File: src/hw/rtl/tfs_pkg.sv
`default_nettype none
// ----------------------------------------------------------------------------
// tfs_pkg: shared types, constants and helpers for the time-slice splitter
// Holds the history geometry, register indexes, the request that the
// controller sends to the history stores, and the config decode helpers.
// ----------------------------------------------------------------------------
package tfs_pkg;

  // History geometry.
  localparam int MAX_FRAMES = 8;
  localparam int MAX_PIXELS = 65536;
  localparam int MIN_WINDOW = 3;
  localparam int SLOT_W     = $clog2(MAX_FRAMES);
  localparam int PIX_W      = $clog2(MAX_PIXELS);
  localparam int ADDR_W     = SLOT_W + PIX_W;

  // Register field widths.
  localparam int NF_W       = 4;
  localparam int FP_W       = 17;
  localparam int CFG_DATA_W = 17;
  localparam int COLOR_W    = 8;

  // Register reset values.
  localparam logic [NF_W-1:0] RESET_NUM_FRAMES   = NF_W'(3);
  localparam logic [FP_W-1:0] RESET_FRAME_PIXELS = FP_W'(65536);

  // Register indexes.
  typedef enum logic [0:0] {
    CFG_NUM_FRAMES   = 1'b0,
    CFG_FRAME_PIXELS = 1'b1
  } cfg_index_t;

  typedef logic [SLOT_W-1:0]  slot_t;
  typedef logic [PIX_W-1:0]   pix_idx_t;
  typedef logic [ADDR_W-1:0]  hist_addr_t;
  typedef logic [COLOR_W-1:0] color_t;

  // Request from the controller to the history stores for one pixel.
  typedef struct packed {
    logic       wr_en;
    logic       rd_en;
    logic       last;
    hist_addr_t wr_addr;
    hist_addr_t green_addr;
    hist_addr_t blue_addr;
  } hist_req_t;

  // One result pixel.
  typedef struct packed {
    color_t red;
    color_t green;
    color_t blue;
    logic   last;
  } pix_out_t;

  // Effective window size: clamped to MIN_WINDOW..MAX_FRAMES.
  function automatic logic [NF_W-1:0] window_of(input logic [NF_W-1:0] nf);
    logic [NF_W-1:0] n;
    if (nf < NF_W'(MIN_WINDOW)) begin
      n = NF_W'(MIN_WINDOW);
    end else if (nf > NF_W'(MAX_FRAMES)) begin
      n = NF_W'(MAX_FRAMES);
    end else begin
      n = nf;
    end
    return n;
  endfunction

  // Frames back for green: n - 1 - floor(n / 2).
  function automatic slot_t green_back_of(input logic [NF_W-1:0] nf);
    logic [NF_W-1:0] n;
    logic [NF_W-1:0] back;
    n    = window_of(nf);
    back = n - NF_W'(1) - (n >> 1);
    return back[SLOT_W-1:0];
  endfunction

  // Frames back for blue: n - 1. This is also the fill level needed to emit.
  function automatic slot_t blue_back_of(input logic [NF_W-1:0] nf);
    logic [NF_W-1:0] n;
    logic [NF_W-1:0] back;
    n    = window_of(nf);
    back = n - NF_W'(1);
    return back[SLOT_W-1:0];
  endfunction

  // Index of the last pixel in a frame, with the frame size clamped.
  function automatic pix_idx_t frame_last_of(input logic [FP_W-1:0] fp);
    pix_idx_t        last;
    logic [FP_W-1:0] fp_m1;
    fp_m1 = fp - FP_W'(1);
    if (fp == '0) begin
      last = '0;
    end else if (fp > FP_W'(MAX_PIXELS)) begin
      last = PIX_W'(MAX_PIXELS - 1);
    end else begin
      last = fp_m1[PIX_W-1:0];
    end
    return last;
  endfunction

endpackage
`default_nettype wire

File: src/hw/rtl/tfs_out.sv
`default_nettype none
// ----------------------------------------------------------------------------
// tfs_out: result output register
// Holds one finished pixel for the downstream side and tells the read stage
// when it may hand over the next one.
// ----------------------------------------------------------------------------
module tfs_out
  import tfs_pkg::*;
(
  input  wire logic     clk,
  input  wire logic     rst_n,
  input  wire logic     src_valid,
  input  wire pix_out_t src_pix,
  output logic          load_ok,
  output logic          out_valid,
  input  wire logic     out_stall,
  output pix_out_t      out_pix
);

  logic     valid_r, valid_nxt;
  pix_out_t pix_r;

  // The register can take a new pixel when empty or being drained.
  assign load_ok   = ~valid_r | ~out_stall;
  assign valid_nxt = load_ok ? src_valid : valid_r;

  always_ff @(posedge clk) begin
    if (!rst_n) begin
      valid_r <= 1'b0;
    end else begin
      valid_r <= valid_nxt;
    end
  end

  // Payload loads only on a handover.
  always_ff @(posedge clk) begin
    if (load_ok && src_valid) begin
      pix_r <= src_pix;
    end
  end

  assign out_valid = valid_r;
  assign out_pix   = pix_r;

endmodule
`default_nettype wire

File: config.mk
export PLATFORM = sky130hd
export DESIGN_NAME = tfs_out
export DESIGN_NICKNAME = d
export VERILOG_FILES = /design/src/hw/rtl/tfs_pkg.sv /design/src/hw/rtl/tfs_out.sv
export SDC_FILE = /design/constraint.sdc
export NUM_CORES = 1
export LEC_CHECK = 0
export BUFFER_PORTS_ARGS = -buffer_cell sky130_fd_sc_hd__buf_4
export CAP_MARGIN = 20
export CORE_MARGIN = 1.5
export CORE_UTILIZATION = 30
export DETAILED_ROUTE_END_ITERATION = 10
export HOLD_SLACK_MARGIN = 0.05
export PLACE_DENSITY_LB_ADDON = 0.25
export SLEW_MARGIN = 20
export SYNTH_ARGS = -nofsm -noshare
export SYNTH_HDL_FRONTEND = slang
export SYNTH_SLANG_ARGS = --single-unit
File: constraint.sdc
create_clock -name clk -period 3.01 [get_ports clk]
set_input_delay 0.4515 -clock clk [delete_from_list [all_inputs] [get_ports clk]]
set_output_delay 0.4515 -clock clk [all_outputs]
set_load 0.02 [all_outputs]
After elaboration in Yosys (flattened, before gate mapping)
Index checks and enable logic that the tools add are counted.
Widths: inputs -> output; s select.
{ "word_totals": {"regBits": 26, "latchBits": 0, "ram_bits": 0, "romBits": 0, "in_bits": 29, "out_inout_bits": 27, "elab_cells": 9, "memories": 0} }
{ "op_classes": {"add_sub_neg": 0, "mul": 0, "div_mod_pow": 0, "order_cmp": 0, "n_eq_ne": 0, "shifts": 0, "n_mux": 0, "n_bitwise": 3, "n_reduce_logical": 1} }
{ "ops": {"columns": ["operator", "n"], "rows": [
  ["$not 1->1", 2],
  ["$logic_and 1x1->1", 1],
  ["$or 1x1->1", 1]
]} }

Logic depth before layout (Yosys ltp)
{ "logic_depth": {"ltp_word": 3, "ltp_mapped": 2, "mapped_depth_nobuf": 2} }

Least setup slack after synthesis
No wires, ideal clock.
{ "synth_timing": {"path_type": "input port to flip-flop", "startpoint": "input port out_stall", "endpoint": "register pix_r, in the netlist out_pix[0] (enable)", "setup_time_ns": 0.384, "arrival_ns": 1.309, "required_ns": 2.626, "path_slack_ns": 1.317, "path_stages": 2, "n_path_buf": 0, "cell_sequence": "nand2_1 and2_1"} }
{ "synth_between": {"elab_chain_cells": 3} }
{ "synth_rtl": {"columns": ["element", "line", "text"], "rows": [
  ["from (decl)", "tfs_out.sv:16", "input wire logic out_stall,"],
  ["$not 1->1", "tfs_out.sv:24", "assign load_ok = ~valid_r | ~out_stall;"],
  ["$or 1x1->1", "tfs_out.sv:24", null],
  ["$logic_and 1x1->1", "tfs_out.sv:37", "if (load_ok && src_valid) begin"],
  ["to (signal assigned)", "tfs_out.sv:38", "pix_r <= src_pix;"],
  ["to (decl)", "tfs_out.sv:21", "pix_out_t pix_r;"]
]} }
Every way passes these cells.
A chain may end at the register's enable or synchronous reset.

Final worst setup path
{ "layout_timing": {"startpoint": "register valid_r (netlist: out_valid)", "endpoint": "output port load_ok"} }
{ "layout_between": {"elab_chain_cells": 2} }
{ "layout_rtl": {"columns": ["element", "line", "text"], "rows": [
  ["from (decl)", "tfs_out.sv:20", "logic valid_r, valid_nxt;"],
  ["from (signal assigned)", "tfs_out.sv:31", "valid_r <= valid_nxt;"],
  ["$not 1->1", "tfs_out.sv:24", null],
  ["$or 1x1->1", "tfs_out.sv:24", null],
  ["to (decl)", "tfs_out.sv:14", "output logic load_ok,"]
]} }
Every way passes these cells.

==> summary.md <==
| Metric | Value |
|---|---|
| Status | `complete, no violations` |
| Min Tclk post-route | `1390 ps` |
| Detailed Route Iter0 Violations | `0` |
| Die Y | `54.4 um` |
| Commonest non-fill, non-tap cell in the layout | `buf_4` |
| Width of the die | `54.4 um` |
| Area Overhead vs Synth | `64.5%` |
| Post-route insts no fill | `120` |
| Maxcap violations | `0` |
| Global placement routability congestion | `0.671` |
| Clock latency on the worst-skew pair | `310 ps` |
| Pwr dens | `579 nW/um2` |
| GRT overflow | `0` |
| Placed instance count | `116` |
| Levels on crit path | `2` |
| Reg2Reg Launch Point | `out_valid$_SDFFE_PN0P_` |
| Crit path cell chain | `nand2_1, buf_4` |
| Total track usage | `10.4%` |
| Number of global-route vias before repair | `468` |
| Initial antenna violation count | `0` |
| Worst Path Max Fanout | `3` |
| Total routed wirelength | `1440 um` |
| Nets@finish | `120` |
| Core footprint | `2480 um2` |
| Register bit count reported by yosys | `26` |
| Post-route setup TNS | `0 ps` |
| Critical path's slowest cell | `dfxtp_1` |
| Family with the most delay on the worst path | `flip-flops` |
| IO Port Bufs | `55` |
| Flop2flop setup slack | `1850 ps` |
| Clk_skew | `7.68 ps` |
| Post-CTS Setup Inserts | `0` |
| Vias per cell | `4.15` |
| Synth top area cells | `edfxtp_1, dfxtp_1, and2_1` |
| Detail Route Antenna Nets | `0` |
| H-tree Lvls | `1` |
| Setup violators final | `0` |
| Warnings, synthesis | `0` |
| Startpoint types | `register` |
| Row cnt | `18` |
| Highest clock rate | `0.719 GHz` |
| Avg WL per Cell | `12.0 um` |
| Syn Nets | `59` |
| Critical path arrival | `940 ps` |
| Crit share post-route | `46.2%` |
| Data required, critical path | `2560 ps` |
| Fill cells | `215` |
| Root buffer cell | `clkbuf_4` |
| Synth area leader | `edfxtp_1` |
| Drc violations | `0` |
| Max Root-Sink Buffers | `2` |
| Netlist Area Pre-Place | `792 um2` |
| Max-slew violations | `0` |
| Hold_ws | `302 ps` |
| CTS tree | `done` |
| TritonCTS buffer count | `3` |
| Layout cells sized above 1 | `66.7%` |
| Post-synthesis cell type count | `6` |
| Leading cell types in the layout, fill and taps excluded | `buf_4, edfxtp_1, clkbuf_4` |
| Fin. Hold Viols | `0` |
| Mapped Cells | `30` |
| Worst Setup EP | `load_ok` |
| Max VDD drop | `304 uV` |
| Global-route wire length before repair | `2060 um` |
| CTS sink count | `26` |
| Hold-fix buffers, CTS | `0` |
| Setup CP Type | `register to output port` |
| Drt first pass iters | `1` |
| Crit path launch | `out_valid$_SDFFE_PN0P_` |
| Final Power | `0.754 mW` |
| Slew margin rel. | `80.2%` |
| Die area | `2960 um2` |
| HP Class | `primary input to register` |
| Crit. End Element | `output port` |
| # IOs | `56` |
| Ant. Diodes | `0` |
| Resize count post-CTS | `0` |
| Register area share after synthesis | `97.3%` |
| Crit path largest cell delay | `390 ps` |
| RSZ-0062 raised after global routing | `false` |
| Reg2Reg Depth | `3` |
| Worst R2R End | `out_pix[14]$_DFFE_PP_` |
| Top cell type's share of synthesized area | `94.8%` |
| Worst-Margin Slew | `297 ps` |
| Largest net degree at the start of global routing | `26` |
| DR vias | `498` |
| CP bufs+invs | `1` |
| Leakage | `0.555 nW` |
| Syn_area_per_cell | `26.4 um2` |
| Initial Util | `32.0%` |
| Clock Pin Slew Worst Setup and Hold Paths | `140 ps` |
## kinds of logic after synthesis
logic type | after synthesis | synth area share, %
flip-flops | 26 | 97.3
AND/OR/NAND/NOR | 3 | 2.05
AO/OA/AOI/OAI | 1 | 0.631
## cells in the mapped netlist (all sizes together)
| cell type | n |
|---|---|
| a21oi | 1 |
| nand2 | 1 |
| and2 | 1 |
| dfxtp | 1 |
| edfxtp | 25 |
| nor2b | 1 |
## registers in the layout (all words and copies together), names as in the netlist
| name | cells |
|---|---|
| out_valid | 1 |
| out_pix | 25 |
## where the power goes
group / total [mW] / internal [mW] / switching [mW] / leakage (nW)
registers: 0.427 / 0.421 / 0.00615 / 0.250
clock network: 0.231 / 0.135 / 0.0965 / 0.0279
logic: 0.0955 / 0.0492 / 0.0463 / 0.277
total: 0.754 / 0.605 / 0.149 / 0.555
## metrics by stage
stage / setup slack (ps) / utilization (%) / instance area (um2)
after floorplan: 1320 / - / 792
after global placement: 1630 / 50.5 / 1250
after detailed placement: 1610 / 50.5 / 1250
after CTS: 1610 / 52.6 / 1300
after global routing: 1520 / 52.6 / 1300
final: 1620 / 52.6 / 1300
## layer usage
layer	wire length [um]	vias to the layer above	part of all wire (%)	global-route usage [%]
met4	0	0	0	3.75
met3	150	0	10	3.55
li1	-	237	-	-
met5	0	-	0	0
met1	473	232	33	11.4
met2	816	29	57	18.7
## worst min-delay path by stage
stage / startpoint / end / slack, ps / depth (start not counted)
after global routing: src_pix[5] / out_pix[5]$_DFFE_PP_ / 260 / 1
final: src_pix[11] / out_pix[11]$_DFFE_PP_ / 300 / 1
after global placement: out_valid$_SDFFE_PN0P_ / out_valid$_SDFFE_PN0P_ / 510 / 2
after floorplan: src_pix[0] / out_pix[0]$_DFFE_PP_ / 550 / 0
after detailed placement: out_valid$_SDFFE_PN0P_ / out_valid$_SDFFE_PN0P_ / 570 / 2
after CTS: src_pix[11] / out_pix[11]$_DFFE_PP_ / 290 / 1
## cell type report
cell class | count | area (um2) | share of cell area (%)
clock inverter | 1 | 30.0 | 2.31
clock buffer | 3 | 22.5 | 1.73
timing repair buffer | 56 | 420 | 32.3
tap | 30 | 37.5 | 2.88
multi-input combinational | 4 | 21.3 | 1.63
sequential | 26 | 771 | 59.2
No activity file was read; power rests on OpenSTA's default activity.
