## src/hw/rtl/tfs_pkg.sv

```systemverilog
`default_nettype none
// ----------------------------------------------------------------------------
// tfs_pkg: shared types, constants and helpers for the time-slice splitter
// Holds the history geometry, register indexes, the request that the
// controller sends to the history stores, and the config decode helpers.
// ----------------------------------------------------------------------------
package tfs_pkg;

  // History geometry.
  localparam int MAX_FRAMES = 8;
  localparam int MAX_PIXELS = 65536;
  localparam int MIN_WINDOW = 3;
  localparam int SLOT_W     = $clog2(MAX_FRAMES);
  localparam int PIX_W      = $clog2(MAX_PIXELS);
  localparam int ADDR_W     = SLOT_W + PIX_W;

  // Register field widths.
  localparam int NF_W       = 4;
  localparam int FP_W       = 17;
  localparam int CFG_DATA_W = 17;
  localparam int COLOR_W    = 8;

  // Register reset values.
  localparam logic [NF_W-1:0] RESET_NUM_FRAMES   = NF_W'(3);
  localparam logic [FP_W-1:0] RESET_FRAME_PIXELS = FP_W'(65536);

  // Register indexes.
  typedef enum logic [0:0] {
    CFG_NUM_FRAMES   = 1'b0,
    CFG_FRAME_PIXELS = 1'b1
  } cfg_index_t;

  typedef logic [SLOT_W-1:0]  slot_t;
  typedef logic [PIX_W-1:0]   pix_idx_t;
  typedef logic [ADDR_W-1:0]  hist_addr_t;
  typedef logic [COLOR_W-1:0] color_t;

  // Request from the controller to the history stores for one pixel.
  typedef struct packed {
    logic       wr_en;
    logic       rd_en;
    logic       last;
    hist_addr_t wr_addr;
    hist_addr_t green_addr;
    hist_addr_t blue_addr;
  } hist_req_t;

  // One result pixel.
  typedef struct packed {
    color_t red;
    color_t green;
    color_t blue;
    logic   last;
  } pix_out_t;

  // Effective window size: clamped to MIN_WINDOW..MAX_FRAMES.
  function automatic logic [NF_W-1:0] window_of(input logic [NF_W-1:0] nf);
    logic [NF_W-1:0] n;
    if (nf < NF_W'(MIN_WINDOW)) begin
      n = NF_W'(MIN_WINDOW);
    end else if (nf > NF_W'(MAX_FRAMES)) begin
      n = NF_W'(MAX_FRAMES);
    end else begin
      n = nf;
    end
    return n;
  endfunction

  // Frames back for green: n - 1 - floor(n / 2).
  function automatic slot_t green_back_of(input logic [NF_W-1:0] nf);
    logic [NF_W-1:0] n;
    logic [NF_W-1:0] back;
    n    = window_of(nf);
    back = n - NF_W'(1) - (n >> 1);
    return back[SLOT_W-1:0];
  endfunction

  // Frames back for blue: n - 1. This is also the fill level needed to emit.
  function automatic slot_t blue_back_of(input logic [NF_W-1:0] nf);
    logic [NF_W-1:0] n;
    logic [NF_W-1:0] back;
    n    = window_of(nf);
    back = n - NF_W'(1);
    return back[SLOT_W-1:0];
  endfunction

  // Index of the last pixel in a frame, with the frame size clamped.
  function automatic pix_idx_t frame_last_of(input logic [FP_W-1:0] fp);
    pix_idx_t        last;
    logic [FP_W-1:0] fp_m1;
    fp_m1 = fp - FP_W'(1);
    if (fp == '0) begin
      last = '0;
    end else if (fp > FP_W'(MAX_PIXELS)) begin
      last = PIX_W'(MAX_PIXELS - 1);
    end else begin
      last = fp_m1[PIX_W-1:0];
    end
    return last;
  endfunction

endpackage
`default_nettype wire

```

## src/hw/rtl/tfs_ctrl.sv

```systemverilog
`default_nettype none
// ----------------------------------------------------------------------------
// tfs_ctrl: configuration and frame bookkeeping
// Holds the decoded registers, the pixel position, the ring slot of the
// current frame and the fill count, and builds the history store request.
// ----------------------------------------------------------------------------
module tfs_ctrl
  import tfs_pkg::*;
(
  input  wire logic                  clk,
  input  wire logic                  rst_n,
  input  wire logic                  cfg_we,
  input  wire logic [0:0]            cfg_index,
  input  wire logic [CFG_DATA_W-1:0] cfg_wdata,
  input  wire logic                  accept,
  output hist_req_t                  req
);

  slot_t    green_back_r, green_back_nxt;
  slot_t    blue_back_r, blue_back_nxt;
  pix_idx_t frame_last_r, frame_last_nxt;
  pix_idx_t pixel_index_r, pixel_index_nxt;
  slot_t    write_slot_r, write_slot_nxt;
  slot_t    frames_filled_r, frames_filled_nxt;
  logic     last;
  logic     emit;

  // Current pixel closes its frame; enough history exists to emit.
  assign last = (pixel_index_r >= frame_last_r);
  assign emit = (frames_filled_r >= blue_back_r);

  // Store request: write the current slot, read two older slots.
  always_comb begin
    req.wr_en      = accept;
    req.rd_en      = accept & emit;
    req.last       = last;
    req.wr_addr    = {write_slot_r, pixel_index_r};
    req.green_addr = {slot_t'(write_slot_r - green_back_r), pixel_index_r};
    req.blue_addr  = {slot_t'(write_slot_r - blue_back_r), pixel_index_r};
  end

  // Next state: a config write restarts filling; a pixel advances position.
  always_comb begin
    green_back_nxt    = green_back_r;
    blue_back_nxt     = blue_back_r;
    frame_last_nxt    = frame_last_r;
    pixel_index_nxt   = pixel_index_r;
    write_slot_nxt    = write_slot_r;
    frames_filled_nxt = frames_filled_r;
    if (cfg_we) begin
      unique case (cfg_index_t'(cfg_index))
        CFG_NUM_FRAMES: begin
          green_back_nxt = green_back_of(cfg_wdata[NF_W-1:0]);
          blue_back_nxt  = blue_back_of(cfg_wdata[NF_W-1:0]);
        end
        CFG_FRAME_PIXELS: begin
          frame_last_nxt = frame_last_of(cfg_wdata[FP_W-1:0]);
        end
        default: begin
          frame_last_nxt = frame_last_r;
        end
      endcase
      pixel_index_nxt   = '0;
      frames_filled_nxt = '0;
    end else if (accept) begin
      if (last) begin
        pixel_index_nxt = '0;
        write_slot_nxt  = write_slot_r + slot_t'(1);
        if (frames_filled_r != slot_t'(MAX_FRAMES - 1)) begin
          frames_filled_nxt = frames_filled_r + slot_t'(1);
        end
      end else begin
        pixel_index_nxt = pixel_index_r + pix_idx_t'(1);
      end
    end
  end

  // State registers.
  always_ff @(posedge clk) begin
    if (!rst_n) begin
      green_back_r    <= green_back_of(RESET_NUM_FRAMES);
      blue_back_r     <= blue_back_of(RESET_NUM_FRAMES);
      frame_last_r    <= frame_last_of(RESET_FRAME_PIXELS);
      pixel_index_r   <= '0;
      write_slot_r    <= '0;
      frames_filled_r <= '0;
    end else begin
      green_back_r    <= green_back_nxt;
      blue_back_r     <= blue_back_nxt;
      frame_last_r    <= frame_last_nxt;
      pixel_index_r   <= pixel_index_nxt;
      write_slot_r    <= write_slot_nxt;
      frames_filled_r <= frames_filled_nxt;
    end
  end

endmodule
`default_nettype wire

```

## config.mk

```make
export PLATFORM = sky130hd
export DESIGN_NAME = tfs_ctrl
export DESIGN_NICKNAME = d
export VERILOG_FILES = /design/src/hw/rtl/tfs_pkg.sv /design/src/hw/rtl/tfs_ctrl.sv
export SDC_FILE = /design/constraint.sdc
export NUM_CORES = 1
export LEC_CHECK = 0
export BUFFER_PORTS_ARGS = -buffer_cell sky130_fd_sc_hd__buf_2
export CAP_MARGIN = 20
export CORE_MARGIN = 2
export CORE_UTILIZATION = 58
export DETAILED_ROUTE_END_ITERATION = 6
export GPL_TIMING_DRIVEN = 0
export PLACE_DENSITY = 0.93
export RECOVER_POWER = 25
export SLEW_MARGIN = 15
export SYNTH_ARGS = -nofsm -noshare
export SYNTH_HDL_FRONTEND = slang
export SYNTH_SLANG_ARGS = --single-unit
```

## constraint.sdc

```tcl
create_clock -name clk -period 3.6 [get_ports clk]
set_input_delay 0.36 -clock clk [delete_from_list [all_inputs] [get_ports clk]]
set_output_delay 0.36 -clock clk [all_outputs]
set_load 0.02 [all_outputs]
```

After elaboration in Yosys (flattened, before gate mapping)
Index checks and enable logic that the tools add are counted.

Reductions and logical operators: 6. Bitwise logic cells: 4. Equal/unequal tests: 1. $lt $le $gt $ge: 5. Multiplexer cells: 7. Add/subtract/negate cells: 8.

Operators by type and width (number): $mux W16 (3); $gt A17 B17 Y1 const B (1); $logic_not A17 Y1 (1); $add A16 B1 Y16 const B (1); $ge A16 B16 Y1 (1); $mux W4 (4); $sub A16 B1 Y16 const B (1); $sub A3 B3 Y3 (3); $add A3 B1 Y3 const B (2); $reduce_and A3 Y1 (2); $gt A4 B4 Y1 const B (1); $lt A4 B2 Y1 const B (1); $reduce_and A2 Y1 (2); $ge A3 B3 Y1 (1); $ne A3 B3 Y1 const B (1); $not A1 Y1 (3); $sub A3 B1 Y3 const B (1); $reduce_or A2 Y1 (1); $and A1 B1 Y1 (1).

Bits of input ports: 22. Output and inout bits: 60. Register bits after elaboration: 44.

Depth between registers and ports, before layout
Gate-level depths: netlist of run 1.

Word-level depth: 7. Mapped depth: 13. Mapped depth without buffers: 13.

Worst setup path before layout of run 1
No wires, ideal clock.

Path kind: flip-flop to flip-flop. From: register pixel_index_r[0]. To: register pixel_index_r[7]. Data arrival time: 2.203 ns. Library setup time: 0.065 ns. Required time: 3.535 ns. Clock period less this slack: 2.267 ns. Slack: 1.333 ns. Buffers on the path: 1. Stages on the path, launching flop included: 10. Path through: dfxtp_1 inv_1 ha_1 nand2b_1 a211o_1 a21oi_2 o211ai_4 a211o_4 buf_6 nor2_1.

Word-level cells in the longest chain between the ends: 2.

Ends and longest elaborated chain: start, declared (RTL line tfs_ctrl.sv:22) `pix_idx_t pixel_index_r, pixel_index_nxt;`; start signal, assigned (RTL line tfs_ctrl.sv:91) `pixel_index_r <= pixel_index_nxt;`; $ge A16 B16 Y1 (RTL line tfs_ctrl.sv:29) `assign last = (pixel_index_r >= frame_last_r);`; via last (RTL line tfs_ctrl.sv:25) `logic last;`; $mux W16 (RTL line tfs_ctrl.sv:66) `if (last) begin`.

The timed path passes the listed nets, and every way through them passes these cells. A chain may end at the register's enable or synchronous reset.

Final worst setup path of run 1
From: register pixel_index_r[0]. To: output port req[57] (netlist bit).

Word-level cells in the longest chain between the ends: 1.

Ends and longest elaborated chain: $ge A16 B16 Y1 (RTL line tfs_ctrl.sv:29); end, declared (RTL line tfs_ctrl.sv:16) `output hist_req_t req`.

Every way passes these cells.

==> results of run 1 <==
[critical path, stage by stage (launching register included)]
cell and delay (ns):
dfxtp_1 0.50, inv_1 0.10, ha_1 0.30, nand2b_1 0.14, a211o_1 0.31, a21oi_2 0.20
o211ai_4 0.14, buf_4 0.16, buf_2 0.15
[metal layers]
layer	track usage [%]	wire length [um]
met3	4.824	437
met2	40.61	3409
met4	8.929	131
met1	26.75	2899
met5	0	0
[synthesized netlist by cell type (3+ instances only)]
cell	number
a211o_1	3
a21oi_1	14
and2_1	3
buf_4	34
clkbuf_1	8
dfxtp_1	43
ha_1	31
inv_1	36
mux2i_1	8
nand2_1	35
nand2b_1	3
nand3_1	9
nand4_1	5
nor2_1	45
nor3_1	3
nor4_1	4
o21ai_0	8
o221ai_1	10
xnor2_1	18
xor2_1	17
[through the flow]
stage                     cells  setup WS [ns]  util (%)
after CTS                   532         0.9787     72.64
after global routing        532         0.8401     72.08
after global placement      524          1.234     69.99
final                       532         0.9454     72.08
after floorplan             375          1.333         -
after detailed placement    524          1.156     69.99
[sequential cells by signal (all words and copies together) (netlist names)]
register / flops
blue_back_r: 2
frame_last_r: 16
frames_filled_r: 3
green_back_r: 3
pixel_index_r: 16
write_slot_r: 3
[cells by family after synthesis]
logic type | synth area share (%)
buffers and inverters | 14.38
multiplexers | 2.571
flip-flops | 27.64
XOR/XNOR | 9.843
adder cells (fa/ha/maj) | 13.74
AND/OR/NAND/NOR | 20.01
AO/OA/AOI/OAI | 11.81
[cell type report]
type                    count  share of cell area [%]
clock buffers               5                   1.857
well taps                  70                   2.364
inverters                  36                   3.647
multi-input cells         251                   48.73
clock inverters             3                   1.824
plain buffers              45                   8.443
repair buffers             79                   9.895
flip-flops and latches     43                   23.24
[power by group through the flow]
stage	clock, mW	combinational [mW]	sequential, mW
after floorplan	0	0.122	0.511
after global placement	0	0.170	0.512
after detailed placement	0	0.179	0.512
after CTS	0.449	0.181	0.501
after global routing	0.467	0.200	0.503
final	0.448	0.181	0.501
[how the worst max path moves through the flow]
stage | startpoint | to | slack (ns) | depth (start not counted)
5_1_grt | pixel_index_r[0]$_SDFFE_PP0P_ | req[57] | 0.84 | 8
3_5_place_dp | cfg_wdata[0] | green_back_r[2]$_SDFFE_PN0P_ | 1.16 | 14
4_1_cts | pixel_index_r[0]$_SDFFE_PP0P_ | req[57] | 0.98 | 8
3_3_place_gp | cfg_wdata[0] | green_back_r[2]$_SDFFE_PN0P_ | 1.23 | 14
6_report | pixel_index_r[0]$_SDFFE_PP0P_ | req[57] | 0.95 | 8
2_1_floorplan | pixel_index_r[0]$_SDFFE_PP0P_ | pixel_index_r[7]$_SDFFE_PP0P_ | 1.33 | 9
==> qor.csv, run 1 <==
stage,metric,value,unit
outcome,status,"complete, no violations",
power_and_ir_drop,total_power,1.130,mW
timing,fin_skew,0.003365,ns
timing,setup_viol,0,
drt,drt_iter0_drc,144,
worst_hold_path,hold_start,rst_n,
cts,cts_buffers,5,
timing,min_period,2.655,ns
drt,postRouteAntennaNets,0,
place,portBuffers,79,
power_and_ir_drop,power_frac_comb,16.0,%
timing,worstMarginPinSlew,0.6204,ns
cts,cts.sinks,43,
grt,grt_pass1_vias,2573,
cts,cts_tree,done,
layout,seq_area,860.8,um2
yosys,synth_fp_nets,430,
cts,htreeDepth,2,
cts,cts_setup_buffers,0,
grt,grt_max_degree,15,
layout,final_common_cell,buf_2,
layout,diodes,0,
setup_path,required,3.24,ns
yosys,ys_types,49,
layout,drive_gt1_share,24.46,%
cts,clock_latency,0.30,ns
grt,overflow,0,
cts,cts.path.max_buffers,2,
drt,drcViolationCount,0,
timing,fmax,0.3767,GHz
layout,syn2layout_area_growth,18.96,%
timing,whs,0.4500,ns
power_and_ir_drop,switching_share,25.55,%
power_and_ir_drop,p_int,841.5,uW
place,placedInstanceArea,3597,um2
floorplan,row_count,26,
timing,grt_setup_unrepaired,false,
setup_path,reg2reg_slack,1.17,ns
drt,wl_per_cell,12.93,um
setup_path,path_max_fanout,8,
drt,viasPerCell,5.216,
layout,nets,516,
yosys,syn_inst,375,
place,hpwl,5.281,mm
flow_run,cap_violations,0,
floorplan,coreArea,5140,um2
floorplan,ios,82,
yosys,synth_edf_count,0,
yosys,ys_warn_count,0,
yosys,ys_async_sr_fraction,0,%
grt,grt_pass1_wl,11.27,mm
yosys,ys_seq_area_share,27.64,%
yosys,synth_top_area_share,27.64,%
drt,wl,6.878,mm
cts,cts_resized,0,
yosys,netlist_area,3114,um2
setup_path,cp-start-kind,flip-flop,
floorplan,die-area,5971,um2
timing,hold_viol_final,0,
yosys,ys.flop_type,dfxtp_1,
floorplan,die_w,77.28,um
power_and_ir_drop,seqPwrFrac,44.4,%
cts,ctsHoldBuffers,0,
setup_path,worstSetupEndpointType,primary output,
worst_hold_path,hold_class,input port to flip-flop,
drt,vias,2775,
floorplan,initial_core_util,60.59,%
timing,fin_crit_sh,73.74,%
floorplan,die_h,77.28,um
timing,slew_viol_final,0,
place,gp_congestion,0.8090,
grt,grt_use_total,22.88,%
power_and_ir_drop,pwr_density_cell,305.1,nW/um2
layout,final_cell_mix,"buf_2 (57), nor2_1 (45), dfxtp_1 (43)",
cts,clk_pin_slew,0.08,ns
worst_hold_path,min_to,green_back_r[2]$_SDFFE_PN0P_,
yosys,yosysTopAreaCell,dfxtp_1,
worst_hold_path,whs_path_depth,3,
power_and_ir_drop,leakagePower,1.849,nW
layout,fillCellCount,388,
setup_path,worst-r2r-cell-count,9,
setup_path,r2r_end,pixel_index_r[9]$_SDFFE_PP0P_,
power_and_ir_drop,p_sw,288.8,uW
yosys,ys_seq_elements,43,
setup_path,r2r-start,pixel_index_r[0]$_SDFFE_PP0P_,
layout,multi_input_area,1805,um2
power_and_ir_drop,peakVddDrop,0.1398,mV
power_and_ir_drop,clock_power_share,39.6,%
timing,maxSlewHeadroom,58.26,%
grt,antenna_found_initial,0,
yosys,synth.area.top_cells,"dfxtp_1 (28%), ha_1 (12%), buf_4 (8.2%)",
setup_path,crit_type,flip-flop to primary output,
layout,finalInstanceArea,3705,um2
timing,finalSetupTns,0,ns
drt,first_pass_iters,4,
setup_path,critPathArrivalTime,2.29,ns
yosys,postSynthAreaPerCell,8.305,um2
cts,cts_root_buf,clkbuf_8,
(Power assumes the default switching activity.)
==> run 2, diff against run 1 <==
- ABC_AREA: default -> 1
- CORE_UTILIZATION: 58 -> 54
- PLACE_DENSITY: 0.93 -> 0.87
- clock period: 3.6 -> 2.58 ns (I/O delays scaled with it)
==> qor.csv, run 2 <==
stage,metric,value,unit
outcome,status,"complete, no violations",
cts,cts_buffers,5,
timing,setup_viol,0,
layout,layoutNonFillerInstCount,636,
yosys,ys_seq_elements,43,
timing,fin_ws,0.2835,ns
yosys,netlist_area,3252,um2
drt,wl,7.421,mm
timing,maxSlewHeadroom,63.85,%
cts,cts.sinks,43,
timing,worstMarginPinSlew,0.5403,ns
drt,first_pass_iters,5,
yosys,yosysMostFrequentCell,nand2_1,
drt,wl_per_cell,11.67,um
cts,ctsHoldBuffers,0,
drt,viasPerCell,5.025,
yosys,synth_common_cells,"nand2_1 (98), inv_1 (74), dfxtp_1 (43), nor2_1 (43), a21oi_1 (37)",
layout,final_common_cell,nand2_1,
power_and_ir_drop,peakVddDrop,0.1980,mV
place,gp_congestion,0.8797,
grt,grt_use_total,23.87,%
setup_path,worstPathCellList,ha_1 -> nand2_1 -> nor2_1 -> nand2_1 -> nand2_1 -> nor2_1 -> nand2_1 -> nand2_1 -> nand2_2 -> buf_4 -> buf_2,
setup_path,crit_type,flip-flop to primary output,
power_and_ir_drop,pwr_density_cell,351.9,nW/um2
place,hpwl,6.068,mm
place,placed_cells,630,
yosys,ys_warn_count,0,
setup_path,required,2.32,ns
worst_hold_path,hold_class,input port to flip-flop,
setup_path,cp-start-kind,flip-flop,
layout,nets,617,
grt,grt_pass1_wl,12.59,mm
layout,reg_top3,"frame_last_r x16, pixel_index_r x16",
cts,clk_pin_slew,0.07,ns
setup_path,crit_slowest_cell,dfxtp_1,
yosys,synth.area.top_cells,"dfxtp_1 (26%), ha_1 (12%), nand2_1 (11%)",
cts,cts_resized,0,
timing,min_period,2.297,ns
place,placedInstanceArea,3751,um2
cts,cts_tree,done,
grt,overflow,0,
yosys,ys.flop_type,dfxtp_1,
layout,diodes,0,
setup_path,critPathArrivalTime,2.04,ns
yosys,synth_top_area_share,26.47,%
drt,vias,3196,
floorplan,initial_core_util,55.25,%
cts,cts_setup_buffers,0,
layout,syn2layout_area_growth,16.62,%
yosys,ys_async_sr_fraction,0,%
place,dp_worst_setup_slack,0.3298,ns
timing,hold_viol_final,0,
floorplan,die_h,81.60,um
floorplan,row_count,28,
floorplan,die_w,81.60,um
layout,utilization,64.43,%
timing,grt_setup_unrepaired,false,
place,portBuffers,81,
grt,grt_pass1_vias,2960,
setup_path,cpMostUsedCell,nand2_1,
layout,final_cell_mix,"nand2_1 (98), inv_1 (74), buf_2 (58)",
yosys,syn_inst,474,
yosys,synth_edf_count,0,
power_and_ir_drop,leakagePower,2.046,nW
drt,drcViolationCount,0,
yosys,ys_seq_area_share,26.47,%
timing,finalSetupTns,0,ns
yosys,ys_types,34,
drt,postRouteAntennaNets,0,
flow_run,cap_violations,0,
cts,htreeDepth,2,
cts,cts_root_buf,clkbuf_8,
cts,clock_latency,0.29,ns
floorplan,die-area,6659,um2
timing,slew_viol_final,0,
grt,antenna_found_initial,0,
setup_path,path_max_fanout,8,
yosys,synth_fp_nets,529,
setup_path,worstSetupEndpointType,primary output,
floorplan,ios,82,
drt,drt_iter0_drc,108,
setup_path,critPathMaxStageDelay,0.52,ns
layout,drive_gt1_share,21.21,%
layout,finalInstanceArea,3792,um2
cts,cts.path.max_buffers,2,
timing,fmax,0.4354,GHz
floorplan,coreArea,5886,um2
timing,fin_skew,0.01030,ns
grt,grt_max_degree,12,
yosys,yosysTopAreaCell,dfxtp_1,
yosys,postSynthAreaPerCell,6.860,um2
timing,fin_crit_sh,89.01,%
## run 2: worst max-delay path: cells and delay by family (launching register included)
| family | cells | cell delay [ns] |
|---|---|---|
| adders and majority gates | 1 | 0.32 |
| buffers and inverters | 2 | 0.31 |
| DFF | 1 | 0.52 |
| and+or+nand+nor | 8 | 0.60 |
## run 2: layout make-up
class,instances,area (um2)
Clock buffer,6,72.57
Fill cell,557,2093
Tap cell,75,93.84
Buffer,41,295.3
Timing Repair Buffer,81,374.1
Inverter,76,285.3
Multi-Input combinational cell,314,1810
Sequential cell,43,860.8
## run 2: report_power, final
part           switching, mW  internal (mW)  leakage (nW)  total [mW]
Clock                  0.208          0.181        0.0371       0.388
Sequential            0.0158          0.687         0.351       0.702
Combinational          0.153         0.0910          1.66       0.244
## run 2: cell families after synthesis
logic type                 after synthesis  synth area share, %
adders and majority gates               33                13.16
DFF                                     43                26.47
AOI/OAI and AO/OA                       62                9.927
xor gates and xnor gates                13                3.501
buffers and inverters                  117                17.85
and+or+nand+nor                        206                29.09
## run 2: worst paths after layout
check	start	endpoint	slack, ns	cells after the start
max	pixel_index_r[6]$_SDFFE_PP0P_	req[57]	0.28	11
min	rst_n	green_back_r[1]$_SDFFE_PN0P_	0.25	3
max reg2reg	pixel_index_r[6]$_SDFFE_PP0P_	pixel_index_r[9]$_SDFFE_PP0P_	0.58	13
min reg2reg	frame_last_r[2]$_SDFFE_PN1P_	frame_last_r[2]$_SDFFE_PN1P_	0.47	2
## run 2: through the flow
step	hold slack [ns]	power, mW
floorplan	0.3902	0.8780
global placement	0.4524	0.9505
detailed placement	0.4555	0.9603
CTS	0.2506	1.340
global route	0.2587	1.409
finish	0.2510	1.334
## run 2: layer usage
layer	share of wire, %	vias to the layer above	wire [um]	track usage (%)
met4	2.3	0	174	8.500
met3	5.6	20	419	4.176
li1	-	1642	-	-
met2	49	102	3660	42.95
met5	0	-	0	0
met1	43	1432	3166	28.43
==> run 3, diff against run 2 <==
- CORE_UTILIZATION: 54 -> 30
- PLACE_DENSITY: 0.87 -> 0.56
==> qor.csv, run 3 (same netlist as run 2, synthesis figures left out) <==
stage,metric,value,unit
floorplan,row_count,38,
cts,cts_buffers,5,
cts,cts_setup_buffers,0,
timing,whs,0.2419,ns
power_and_ir_drop,p_int,966.5,uW
timing,setup_viol,0,
power_and_ir_drop,switching_share,28.93,%
layout,final_common_cell,nand2_1,
cts,cts_tree,done,
power_and_ir_drop,clock_power_share,30.6,%
power_and_ir_drop,power_frac_comb,17.8,%
layout,final_cell_mix,"nand2_1 (98), inv_1 (74), buf_2 (60)",
timing,min_period,2.322,ns
timing,hold_viol_final,0,
grt,antenna_found_initial,0,
timing,maxSlewHeadroom,65.43,%
layout,syn2layout_area_growth,19.58,%
power_and_ir_drop,seqPwrFrac,51.6,%
grt,overflow,0,
power_and_ir_drop,pwr_density_cell,349.7,nW/um2
cts,cts_root_buf,clkbuf_8,
floorplan,die_w,108.1,um
layout,utilization,36.35,%
setup_path,reg2reg_slack,0.57,ns
floorplan,ios,82,
floorplan,die-area,11690,um2
setup_path,worstSetupEndpointType,primary output,
layout,fillCellCount,1142,
power_and_ir_drop,peakVddDrop,0.1729,mV
power_and_ir_drop,leakagePower,2.057,nW
layout,diodes,0,
setup_path,r2r_end,frames_filled_r[1]$_SDFFE_PP0P_,
timing,grt_setup_unrepaired,false,
setup_path,r2r-start,pixel_index_r[0]$_SDFFE_PP0P_,
flow_run,cap_violations,0,
cts,htreeDepth,2,
drt,drt_iter0_drc,109,
cts,ctsHoldBuffers,0,
cts,cts_resized,0,
floorplan,initial_core_util,30.40,%
floorplan,coreArea,10700,um2
worst_hold_path,whs_path_depth,3,
drt,first_pass_iters,6,
worst_hold_path,hold_start,rst_n,
grt,grt_pass1_wl,12.34,mm
place,portBuffers,81,
setup_path,critPathArrivalTime,2.06,ns
setup_path,path_max_fanout,8,
drt,postRouteAntennaNets,0,
drt,wl,7.389,mm
timing,worstMarginPinSlew,0.5167,ns
place,gp_congestion,0.8678,
place,hpwl,6.255,mm
drt,drcViolationCount,0,
cts,cts.path.max_buffers,2,
grt,grt_max_degree,14,
timing,slew_viol_final,0,
timing,fmax,0.4306,GHz
timing,fin_skew,0.008655,ns
worst_hold_path,min_to,green_back_r[2]$_SDFFE_PN0P_,
setup_path,worst-r2r-cell-count,14,
cts,clock_latency,0.29,ns
setup_path,crit_start,pixel_index_r[0]$_SDFFE_PP0P_,
timing,finalSetupTns,0,ns
setup_path,required,2.32,ns
cts,cts.sinks,43,
outcome,status,"complete, no violations",
floorplan,die_h,108.1,um
timing,fin_crit_sh,90.01,%
power_and_ir_drop,p_sw,393.4,uW
layout,reg_top3,"frame_last_r x16, pixel_index_r x16",
layout,nets,617,
grt,grt_pass1_vias,2780,
worst_hold_path,hold_class,input port to flip-flop,
layout,drive_gt1_share,21.85,%
grt,grt_use_total,12.90,%
drt,wl_per_cell,10.51,um
cts,clk_pin_slew,0.08,ns
drt,viasPerCell,4.385,
setup_path,crit_type,flip-flop to primary output,
setup_path,cp-start-kind,flip-flop,
drt,vias,3083,
## run 3: cell count changes in the layout (fill, tap and decap cells not counted)
cell | previous run | this run
buf_4 | 35 | 33
clkbuf_1 | 29 | 27
clkinvlp_4 | 0 | 1
clkinv_2 | 0 | 1
clkbuf_4 | 0 | 2
buf_2 | 58 | 60
## run 3: how the worst max path moves through the flow
| stage | end | slack [ns] | depth (start not counted) |
|---|---|---|---|
| 2_1_floorplan | green_back_r[2]$_SDFFE_PN0P_ | 0.62 | 13 |
| 3_3_place_gp | green_back_r[2]$_SDFFE_PN0P_ | 0.28 | 14 |
| 3_5_place_dp | green_back_r[2]$_SDFFE_PN0P_ | 0.29 | 14 |
| 4_1_cts | req[57] | 0.22 | 12 |
| 5_1_grt | req[57] | 0.06 | 12 |
| 6_report | req[57] | 0.26 | 12 |
## run 3: critical path, cell delays in order (launching register included)
cell     delay (ns)
dfxtp_1        0.45
inv_1          0.13
ha_1           0.31
nand2_1        0.06
nor2_1         0.04
nand2_1        0.06
nand2_1        0.05
nor2_1         0.08
nand2_1        0.06
nand2_1        0.09
nand2_2        0.14
buf_4          0.16
buf_2          0.15
## run 3: power groups by stage
stage	sequential, mW	combinational (mW)	clock [mW]
after floorplan	0.714	0.164	0
after global placement	0.717	0.242	0
after detailed placement	0.718	0.243	0
after CTS	0.703	0.245	0.441
after global routing	0.706	0.280	0.461
final	0.702	0.242	0.416
## run 3: layer usage
layer | track usage [%] | wire length [um]
met1 | 16.97 | 3692
met2 | 22.19 | 3214
met3 | 1.688 | 351
met4 | 3.480 | 131
met5 | 0 | 0
## run 3: area by class of cell
type	count	area [um2]	share of cell area [%]
tap	140	175.2	4.505
buffer	41	295.3	7.593
inverter	76	285.3	7.336
sequential	43	860.8	22.14
clock buffer	6	72.57	1.866
timing repair buffer	81	376.6	9.685
clock inverter	2	12.51	0.3218
multi-input combinational	314	1810	46.56
## run 3: through the flow
| stage | total power, mW | cells | setup WS, ns | cell area, um2 |
|---|---|---|---|---|
| CTS | 1.389 | 703 | 0.2151 | 3918 |
| floorplan | 0.8780 | 474 | 0.6151 | 3252 |
| finish | 1.360 | 703 | 0.2578 | 3889 |
| global placement | 0.9589 | 695 | 0.2805 | 3832 |
| global route | 1.447 | 703 | 0.05975 | 3889 |
| detailed placement | 0.9615 | 695 | 0.2851 | 3832 |
